### src/rtl/blkaddr_pkg.sv
// ----------------------------------------------------------------------------
// blkaddr_pkg
// Shared types and constants of the blocked array address generator.
// ----------------------------------------------------------------------------
package blkaddr_pkg;

	localparam int DIM_W   = 12;
	localparam int SIZE_W  = 13;
	localparam int TILE_W  = 9;
	localparam int CELL_W  = 8;
	localparam int EB_W    = 5;
	localparam int BLK_W   = 24;
	localparam int CIDX_W  = 16;
	localparam int OFF_W   = 32;
	localparam int CFG_IDX_W = 3;

	localparam int MAX_DIM  = 4096;
	localparam int MAX_TILE = 256;
	localparam int MAX_EB   = 16;

	localparam logic [CFG_IDX_W-1:0] CFG_ARRAY_WIDTH   = 3'd0;
	localparam logic [CFG_IDX_W-1:0] CFG_ARRAY_HEIGHT  = 3'd1;
	localparam logic [CFG_IDX_W-1:0] CFG_TILE_SIDE     = 3'd2;
	localparam logic [CFG_IDX_W-1:0] CFG_ELEMENT_BYTES = 3'd3;

	localparam logic OP_LOOKUP   = 1'b0;
	localparam logic OP_TRAVERSE = 1'b1;

	// divider: dividend up to width + side - 1, divisor is the tile side
	localparam int DVD_W = SIZE_W;
	localparam int DVS_W = TILE_W;
	localparam int DCNT_W = $clog2(DVD_W + 1);

	typedef struct packed {
		logic             start;
		logic [DVD_W-1:0] dividend;
		logic [DVS_W-1:0] divisor;
	} div_req_t;

	typedef struct packed {
		logic             done;
		logic [DVD_W-1:0] quotient;
		logic [DVS_W-1:0] remainder;
	} div_rsp_t;

endpackage

### src/rtl/blocked_array_address_generator_core.sv
// ----------------------------------------------------------------------------
// blocked_array_address_generator_core
// Maps coordinates of a tiled 2-D array to block, cell and byte offset, and
// walks the array block by block.
//
//  channel  | signals                          | carries
//  ---------+----------------------------------+---------------------------
//  s_axis   | tvalid tready tdata tuser        | lookup or walk request
//  m_axis   | tvalid tready tdata tuser tlast  | address result
//  cfg      | valid ready index data           | register write
//
// A lookup in range runs through the shared bit-serial divider (column, then
// row) and the shared multiplier (5 steps). A walk step uses only the
// multiplier; an out-of-range lookup goes straight to the result.
// A write to a mapped register reruns the blocks-per-row division.
// A held result does not block the next item until its own result is done.
// ----------------------------------------------------------------------------
module blocked_array_address_generator_core
	import blkaddr_pkg::*;
(
	input  logic                 clk,
	input  logic                 arst_n,
	input  logic                 s_axis_tvalid,
	output logic                 s_axis_tready,
	input  logic [23:0]          s_axis_tdata,   // column, row
	input  logic                 s_axis_tuser,   // operation
	output logic                 m_axis_tvalid,
	input  logic                 m_axis_tready,
	output logic [95:0]          m_axis_tdata,   // out_column, out_row, block_index,
	                                             // cell_index, byte_offset
	output logic                 m_axis_tuser,   // out_of_range
	output logic                 m_axis_tlast,   // last_cell
	input  logic                 cfg_valid,
	output logic                 cfg_ready,
	input  logic [CFG_IDX_W-1:0] cfg_index,
	input  logic [SIZE_W-1:0]    cfg_data
);

	typedef enum logic [3:0] {
		S_IDLE, S_PRE_GO, S_PRE, S_DIV_C, S_DIV_R, S_MUL_BLK, S_MUL_CELL,
		S_MUL_SQ, S_MUL_OFF1, S_MUL_OFF2, S_DONE
	} state_t;

	state_t state_q;

	logic [SIZE_W-1:0] width_q, height_q, per_row_q;
	logic [TILE_W-1:0] bs_q;
	logic [EB_W-1:0]   eb_q;

	logic [DIM_W-1:0]  walk_block_row_q, walk_block_col_q, base_row_q, base_col_q;
	logic [CELL_W-1:0] walk_cell_row_q, walk_cell_col_q;

	logic [DIM_W-1:0]  res_col_q, res_row_q, q_col_q, q_row_q;
	logic [CELL_W-1:0] r_col_q, r_row_q;
	logic [BLK_W-1:0]  blk_q;
	logic [CIDX_W-1:0] cell_q;
	logic [16:0]       bs2_q;
	logic [24:0]       sum_q;
	logic              ovf_q;
	logic [OFF_W-1:0]  off_q;
	logic              oor_q, last_q;

	logic              div_start_q;
	logic [DVD_W-1:0]  div_dvd_q;
	div_req_t          div_req;
	div_rsp_t          div_rsp;

	logic              m_valid_q, m_oor_q, m_last_q;
	logic [95:0]       m_data_q;

	logic [DIM_W-1:0]  in_col, in_row;
	logic              s_acc, cfg_acc, out_free;
	logic [SIZE_W-1:0] t_col, t_row, nb_col, nb_row;
	logic              adv_col, adv_row, more_bcol, more_brow;
	logic [24:0]       mul_a;
	logic [16:0]       mul_b;
	logic [41:0]       mul_p;
	logic [41:0]       off_sum;

	assign in_col = s_axis_tdata[11:0];
	assign in_row = s_axis_tdata[23:12];

	assign cfg_ready     = (state_q == S_IDLE);
	assign s_axis_tready = (state_q == S_IDLE) && !cfg_valid;
	assign s_acc         = s_axis_tvalid && s_axis_tready;
	assign cfg_acc       = cfg_valid && cfg_ready;
	assign out_free      = !m_valid_q || m_axis_tready;

	// walk advance decisions
	assign t_col     = SIZE_W'(base_col_q) + SIZE_W'(walk_cell_col_q);
	assign t_row     = SIZE_W'(base_row_q) + SIZE_W'(walk_cell_row_q);
	assign adv_col   = (TILE_W'(walk_cell_col_q) + 1'b1 < bs_q) && (t_col + 1'b1 < width_q);
	assign adv_row   = (TILE_W'(walk_cell_row_q) + 1'b1 < bs_q) && (t_row + 1'b1 < height_q);
	assign nb_col    = SIZE_W'(base_col_q) + SIZE_W'(bs_q);
	assign nb_row    = SIZE_W'(base_row_q) + SIZE_W'(bs_q);
	assign more_bcol = nb_col < width_q;
	assign more_brow = nb_row < height_q;

	// shared multiplier
	always_comb begin
		mul_a = '0;
		mul_b = '0;
		case (state_q)
			S_MUL_BLK: begin
				mul_a = 25'(per_row_q);
				mul_b = 17'(q_row_q);
			end
			S_MUL_CELL: begin
				mul_a = 25'(bs_q);
				mul_b = 17'(r_row_q);
			end
			S_MUL_SQ: begin
				mul_a = 25'(bs_q);
				mul_b = 17'(bs_q);
			end
			S_MUL_OFF1: begin
				mul_a = 25'(blk_q);
				mul_b = bs2_q;
			end
			S_MUL_OFF2: begin
				mul_a = sum_q;
				mul_b = 17'(eb_q);
			end
			default: begin
				mul_a = '0;
				mul_b = '0;
			end
		endcase
	end

	assign mul_p   = 42'(mul_a) * 42'(mul_b);
	assign off_sum = mul_p + 42'(cell_q);

	assign div_req.start    = div_start_q;
	assign div_req.dividend = div_dvd_q;
	assign div_req.divisor  = bs_q;

	blkaddr_div u_div (
		.clk    (clk),
		.arst_n (arst_n),
		.req    (div_req),
		.rsp    (div_rsp)
	);

	always_ff @(posedge clk or negedge arst_n) begin
		if (!arst_n) begin
			state_q          <= S_IDLE;
			width_q          <= '0;
			height_q         <= '0;
			bs_q             <= TILE_W'(1);
			eb_q             <= EB_W'(1);
			per_row_q        <= '0;
			walk_block_row_q <= '0;
			walk_block_col_q <= '0;
			walk_cell_row_q  <= '0;
			walk_cell_col_q  <= '0;
			base_row_q       <= '0;
			base_col_q       <= '0;
			res_col_q        <= '0;
			res_row_q        <= '0;
			q_col_q          <= '0;
			q_row_q          <= '0;
			r_col_q          <= '0;
			r_row_q          <= '0;
			blk_q            <= '0;
			cell_q           <= '0;
			bs2_q            <= '0;
			sum_q            <= '0;
			ovf_q            <= 1'b0;
			off_q            <= '0;
			oor_q            <= 1'b0;
			last_q           <= 1'b0;
			div_start_q      <= 1'b0;
			div_dvd_q        <= '0;
			m_valid_q        <= 1'b0;
			m_oor_q          <= 1'b0;
			m_last_q         <= 1'b0;
			m_data_q         <= '0;
		end else begin
			div_start_q <= 1'b0;
			if (m_valid_q && m_axis_tready)
				m_valid_q <= 1'b0;

			case (state_q)
				S_IDLE: begin
					if (cfg_acc) begin
						if (cfg_index == CFG_ARRAY_WIDTH || cfg_index == CFG_ARRAY_HEIGHT ||
						    cfg_index == CFG_TILE_SIDE || cfg_index == CFG_ELEMENT_BYTES) begin
							walk_block_row_q <= '0;
							walk_block_col_q <= '0;
							walk_cell_row_q  <= '0;
							walk_cell_col_q  <= '0;
							base_row_q       <= '0;
							base_col_q       <= '0;
							state_q          <= S_PRE_GO;
						end
						case (cfg_index)
							CFG_ARRAY_WIDTH:
								width_q <= (cfg_data > SIZE_W'(MAX_DIM)) ?
									SIZE_W'(MAX_DIM) : cfg_data;
							CFG_ARRAY_HEIGHT:
								height_q <= (cfg_data > SIZE_W'(MAX_DIM)) ?
									SIZE_W'(MAX_DIM) : cfg_data;
							CFG_TILE_SIDE:
								if (cfg_data[TILE_W-1:0] == '0)
									bs_q <= TILE_W'(1);
								else if (cfg_data[TILE_W-1:0] > TILE_W'(MAX_TILE))
									bs_q <= TILE_W'(MAX_TILE);
								else
									bs_q <= cfg_data[TILE_W-1:0];
							CFG_ELEMENT_BYTES:
								if (cfg_data[EB_W-1:0] == '0)
									eb_q <= EB_W'(1);
								else if (cfg_data[EB_W-1:0] > EB_W'(MAX_EB))
									eb_q <= EB_W'(MAX_EB);
								else
									eb_q <= cfg_data[EB_W-1:0];
							default: ;
						endcase
					end else if (s_acc) begin
						if (s_axis_tuser == OP_LOOKUP) begin
							res_col_q <= in_col;
							res_row_q <= in_row;
							last_q    <= 1'b0;
							if ({1'b0, in_col} >= width_q || {1'b0, in_row} >= height_q) begin
								oor_q   <= 1'b1;
								blk_q   <= '0;
								cell_q  <= '0;
								off_q   <= '0;
								state_q <= S_DONE;
							end else begin
								oor_q       <= 1'b0;
								div_start_q <= 1'b1;
								div_dvd_q   <= DVD_W'(in_col);
								state_q     <= S_DIV_C;
							end
						end else if (width_q == '0 || height_q == '0) begin
							res_col_q <= '0;
							res_row_q <= '0;
							oor_q     <= 1'b1;
							last_q    <= 1'b0;
							blk_q     <= '0;
							cell_q    <= '0;
							off_q     <= '0;
							state_q   <= S_DONE;
						end else begin
							res_col_q <= t_col[DIM_W-1:0];
							res_row_q <= t_row[DIM_W-1:0];
							q_col_q   <= walk_block_col_q;
							q_row_q   <= walk_block_row_q;
							r_col_q   <= walk_cell_col_q;
							r_row_q   <= walk_cell_row_q;
							oor_q     <= 1'b0;
							last_q    <= 1'b0;
							state_q   <= S_MUL_BLK;
							if (adv_col) begin
								walk_cell_col_q <= walk_cell_col_q + 1'b1;
							end else begin
								walk_cell_col_q <= '0;
								if (adv_row) begin
									walk_cell_row_q <= walk_cell_row_q + 1'b1;
								end else begin
									walk_cell_row_q <= '0;
									if (more_bcol) begin
										walk_block_col_q <= walk_block_col_q + 1'b1;
										base_col_q       <= nb_col[DIM_W-1:0];
									end else begin
										walk_block_col_q <= '0;
										base_col_q       <= '0;
										if (more_brow) begin
											walk_block_row_q <= walk_block_row_q + 1'b1;
											base_row_q       <= nb_row[DIM_W-1:0];
										end else begin
											walk_block_row_q <= '0;
											base_row_q       <= '0;
											last_q           <= 1'b1;
										end
									end
								end
							end
						end
					end
				end
				S_PRE_GO: begin
					div_start_q <= 1'b1;
					div_dvd_q   <= width_q + SIZE_W'(bs_q) - 1'b1;
					state_q     <= S_PRE;
				end
				S_PRE: begin
					if (div_rsp.done) begin
						per_row_q <= div_rsp.quotient;
						state_q   <= S_IDLE;
					end
				end
				S_DIV_C: begin
					if (div_rsp.done) begin
						q_col_q     <= div_rsp.quotient[DIM_W-1:0];
						r_col_q     <= div_rsp.remainder[CELL_W-1:0];
						div_start_q <= 1'b1;
						div_dvd_q   <= DVD_W'(res_row_q);
						state_q     <= S_DIV_R;
					end
				end
				S_DIV_R: begin
					if (div_rsp.done) begin
						q_row_q <= div_rsp.quotient[DIM_W-1:0];
						r_row_q <= div_rsp.remainder[CELL_W-1:0];
						state_q <= S_MUL_BLK;
					end
				end
				S_MUL_BLK: begin
					blk_q   <= BLK_W'(mul_p + 42'(q_col_q));
					state_q <= S_MUL_CELL;
				end
				S_MUL_CELL: begin
					cell_q  <= CIDX_W'(mul_p + 42'(r_col_q));
					state_q <= S_MUL_SQ;
				end
				S_MUL_SQ: begin
					bs2_q   <= mul_p[16:0];
					state_q <= S_MUL_OFF1;
				end
				S_MUL_OFF1: begin
					sum_q   <= off_sum[24:0];
					ovf_q   <= |off_sum[41:25];
					state_q <= S_MUL_OFF2;
				end
				S_MUL_OFF2: begin
					off_q   <= (ovf_q || |mul_p[41:32]) ? '1 : mul_p[31:0];
					state_q <= S_DONE;
				end
				S_DONE: begin
					if (out_free) begin
						m_valid_q <= 1'b1;
						m_oor_q   <= oor_q;
						m_last_q  <= last_q;
						m_data_q  <= {off_q, cell_q, blk_q, res_row_q, res_col_q};
						state_q   <= S_IDLE;
					end
				end
				default: state_q <= S_IDLE;
			endcase
		end
	end

	assign m_axis_tvalid = m_valid_q;
	assign m_axis_tdata  = m_data_q;
	assign m_axis_tuser  = m_oor_q;
	assign m_axis_tlast  = m_last_q;

endmodule

### src/rtl/blkaddr_div.sv
// ----------------------------------------------------------------------------
// blkaddr_div
// Restoring divider, one quotient bit per cycle, done pulses for one cycle.
// ----------------------------------------------------------------------------
module blkaddr_div
	import blkaddr_pkg::*;
(
	input  logic     clk,
	input  logic     arst_n,
	input  div_req_t req,
	output div_rsp_t rsp
);

	logic [DVD_W-1:0]  quo_q;
	logic [DVS_W-1:0]  rem_q;
	logic [DCNT_W-1:0] cnt_q;
	logic              busy_q;
	logic              done_q;
	logic [DVS_W:0]    shifted;
	logic              ge;
	logic [DVS_W:0]    diff;

	assign shifted = {rem_q, quo_q[DVD_W-1]};
	assign ge      = shifted >= {1'b0, req.divisor};
	assign diff    = shifted - {1'b0, req.divisor};

	always_ff @(posedge clk or negedge arst_n) begin
		if (!arst_n) begin
			quo_q  <= '0;
			rem_q  <= '0;
			cnt_q  <= '0;
			busy_q <= 1'b0;
			done_q <= 1'b0;
		end else begin
			done_q <= 1'b0;
			if (req.start) begin
				quo_q  <= req.dividend;
				rem_q  <= '0;
				cnt_q  <= DCNT_W'(DVD_W);
				busy_q <= 1'b1;
			end else if (busy_q) begin
				rem_q <= ge ? diff[DVS_W-1:0] : shifted[DVS_W-1:0];
				quo_q <= {quo_q[DVD_W-2:0], ge};
				cnt_q <= cnt_q - 1'b1;
				if (cnt_q == DCNT_W'(1)) begin
					busy_q <= 1'b0;
					done_q <= 1'b1;
				end
			end
		end
	end

	assign rsp.done      = done_q;
	assign rsp.quotient  = quo_q;
	assign rsp.remainder = rem_q;

endmodule

### config.mk
export PLATFORM = sky130hd
export DESIGN_NAME = blocked_array_address_generator_core
export DESIGN_NICKNAME = d
export VERILOG_FILES = /design/src/rtl/blkaddr_pkg.sv /design/src/rtl/blocked_array_address_generator_core.sv /design/src/rtl/blkaddr_div.sv
export SDC_FILE = /design/constraint.sdc
export NUM_CORES = 2
export LEC_CHECK = 0
export BUFFER_PORTS_ARGS = -buffer_cell sky130_fd_sc_hd__buf_2
export CAP_MARGIN = 20
export CORE_MARGIN = 1
export CORE_UTILIZATION = 65
export CTS_BUF_LIST = sky130_fd_sc_hd__clkbuf_2
export CTS_CLUSTER_DIAMETER = 200
export DETAILED_ROUTE_END_ITERATION = 7
export PLACE_DENSITY = 0.9
export REMOVE_ABC_BUFFERS = 1
export SYNTH_ARGS = -nofsm -noshare
export SYNTH_HDL_FRONTEND = slang
export SYNTH_SLANG_ARGS = --single-unit
### constraint.sdc
create_clock -name clk -period 9.5 [get_ports clk]
set_input_delay 0.95 -clock clk [delete_from_list [all_inputs] [get_ports clk]]
set_output_delay 0.95 -clock clk [all_outputs]
set_load 0.005 [all_outputs]
==> results_dict.tcl <==
set metrics [dict create \
    vdd_drop_max_uv 261 \
    yosysSeqAreaShare_pct 27.6 \
    num-fill-cells 4411 \
    synth-edff-count 0 \
    total_power_mw 8.99 \
    layout_commonest_cell "nand2_1" \
    hold_path.class "in2reg" \
    grt_pass1_wl_um 198000 \
    initial_utilization_pct 66.1 \
    relSlewSlack_pct 18.9 \
    grt_util_all_layers_pct 41.2 \
    internal_power_mw 4.83 \
    clkPwrFrac_pct 15.9 \
    synth_top_family_by_area "adder cells" \
    first_global_vias 35100 \
    drcViolationCount 0 \
    finalMaxSlewViolations 0 \
    r2r-start "state_q[2]" \
    die_x_um 251 \
    status "complete, no violations" \
    final.period_utilization_pct 96.5 \
    path_clk_slew_ns 0.10 \
    overflow 0 \
    cp-end-kind "flip-flop" \
    synth_top_area_share_pct 27.5 \
    required_ns 10.65 \
    maxCapViolCount 0 \
    cp-start-kind "flip-flop" \
    ant_nets 0 \
    fmaxAchievable_mhz 109 \
    crit_top_cell "fa_1" \
    synth.mux.area_fraction_pct 5.29 \
    synth_compound_area_share_pct 13.9 \
    ys_ff_latch 443 \
    r2r_end "ovf_q" \
    cts_tree "done" \
    worst_r2r_path_depth 30 \
    synthXorXnorAreaFrac_pct 3.81 \
    drtIter0Drc 3964 \
    globalplace.congestion 1.09 \
    hold_start "s_axis_tdata[1]" \
    nets 5420 \
    cts_max_level 3 \
    insertion_delay_ns 1.30 \
    switching_share_pct 46.2 \
    dp_hpwl_um 100000 \
    mostFrequentLayoutCells "nand2_1, inv_1, dfrtp_1" \
    numCtsBuffers 114 \
    crit_slowest_cell "fa_1" \
    setup_violations 0 \
    cp_data_arrival_time_ns 10.32 \
    antenna_found_initial 6 \
    hold_viol 0 \
    slowest_delay_ns 0.55 \
    synth_fa_ha_area_share_pct 27.3 \
    clkSinkCount 443 \
    r2r_setup_slack_ns 0.33 \
    root_buffer "clkbuf_2" \
    clock_skew_ns 0.190 \
    core_area_um2 60700 \
    hold_end "res_col_q[1]" \
    pwr-share-comb_pct 49.6 \
    synthArstFlopShare_pct 100 \
    routedWlPerCell_um 22.9 \
    wirelength_um 128000 \
    vias 35300 \
    netlist_instances 4478 \
    ys_top_cells_by_area "dfrtp_1, fa_1, ha_1, nand2_1, inv_1" \
    yosys_warnings 0 \
    worstSetupPathType "reg2reg" \
    ios 147 \
    grt_start_max_net_pins 172 \
    yosys.area_share.simple_pct 15.1 \
    pwr-share-seq_pct 34.5 \
    synthesis.area_um2 40100 \
    synth_top_area_cell "dfrtp_1" \
    syn_area_per_cell_um2 8.97 \
    period_needed_ns 9.17 \
    powerDensity_nw_per_um2 205 \
    cp_max_fo 13 \
    hold_ws_ns 0.0345 \
    drt_pass1_iterations 8 \
    die_y_um 251 \
    num_rows 90 \
    p_leak_nw 21.5 \
    area_growth_syn_to_layout_pct 9.06 \
    layout.cells.non_filler 5581 \
    cts_buffer_depth 3 \
    drive_above_1_share_pct 14.3 \
    switchingPower_mw 4.16 \
    whs_path_depth 3 \
    synth_cell_types 87 \
    worst_pin_slew_ns 1.21 \
    dieArea_um2 62800 \
    numPortBuffers 146 \
    dp.cells 5349 \
    synth_ff_type "dfrtp_1" \
    vias_per_cell 6.33 \
]
-- per-layer routing --
layer  vias up  routed length (um)  GRT usage (%)
met1     17100               47500           52.7
met5         -                  46              0
met2      2261               56200           62.8
li1      15400                   -              -
met3       546               15200           11.1
met4         6                9030           25.1
-- Yosys cell counts (all sizes together) (38+ instances only) --
| cell type | n |
|---|---|
| a21o | 47 |
| a21oi | 231 |
| a22oi | 49 |
| and3 | 50 |
| clkbuf | 186 |
| dfrtp | 441 |
| fa | 353 |
| ha | 312 |
| inv | 537 |
| mux2 | 131 |
| mux2i | 65 |
| nand2 | 604 |
| nand2b | 47 |
| nand3 | 112 |
| nor2 | 314 |
| nor2b | 38 |
| nor3 | 43 |
| o21ai | 346 |
| xnor2 | 124 |
| xor2 | 50 |
-- registers in the layout (all words and copies together) (netlist names), 13 cells and up --
signal,cells
m_axis_tdata,96
off_q,32
blk_q,24
u_div.quo_q,13
cell_q,16
div_dvd_q,13
bs2_q,17
per_row_q,13
width_q,13
height_q,13
sum_q,25
-- worst max path at each step --
stage	slack, ns	start	endpoint	cells after the start
floorplan	-2.49	state_q[1]	ovf_q	31
global placement	-0.18	state_q[1]	ovf_q	29
detailed placement	-0.34	state_q[2]	ovf_q	30
CTS	0.006	state_q[2]	off_q[23]	31
global route	-0.004	state_q[2]	ovf_q	35
finish	0.33	state_q[2]	ovf_q	30
-- power by group through the flow --
stage / Combinational [mW] / Sequential, mW / Clock, mW
after floorplan: 2.93 / 2.86 / 0
after global placement: 4.07 / 3.07 / 0
after detailed placement: 4.28 / 3.10 / 0
after CTS: 4.31 / 3.06 / 1.44
after global routing: 4.93 / 3.12 / 1.52
final: 4.46 / 3.10 / 1.43
-- metrics by stage --
step | utilization, % | cell area, um2 | setup TNS, ns | setup WS, ns
5_1_grt | 72.1 | 43800 | -0.00383 | -0.00383
4_1_cts | 71.6 | 43500 | 0 | 0.00567
3_3_place_gp | 69.6 | 42200 | -0.185 | -0.185
6_report | 72.1 | 43800 | 0 | 0.328
2_1_floorplan | - | 39400 | -107.61 | -2.49
3_5_place_dp | 69.6 | 42300 | -0.341 | -0.341
-- cell type report --
type                    count  area, um2  share of cell area [%]
diodes                      3       7.51                  0.0171
multi-input cells        3304      26600                    60.7
inverters                 539       2020                    4.62
clock inverters            36        235                   0.537
repair buffers            307       2050                    4.68
clock buffers             167        836                    1.91
flip-flops and latches    443      11100                    25.3
well taps                 782        978                    2.23
-- critical path, delay by kind of cell, from the launching register on --
kind,cells,cell delay [ns]
AND/OR/NAND/NOR,10,2.58
adder cells (fa/ha/maj),7,3.61
flip-flops,1,0.40
buffers and inverters,7,0.90
AO/OA/AOI/OAI,6,1.57
-- logic make-up after synthesis --
family | Yosys count
xor gates and xnor gates | 174
buffers and inverters | 742
other | 2
muxes | 196
adders and majority gates | 665
and+or+nand+nor | 1342
AOI/OAI and AO/OA | 914
DFF | 443
-- timing repair --
item                                    CTS  global route
pin swaps                                 0             8
endpoints found under the setup margin    1            33
gates resized for setup                   2            48
setup buffers                             0             8
hold buffers                             15             0
gates cloned                              0             1
hold endpoints to repair                103             0
(Power assumes the default switching activity.)
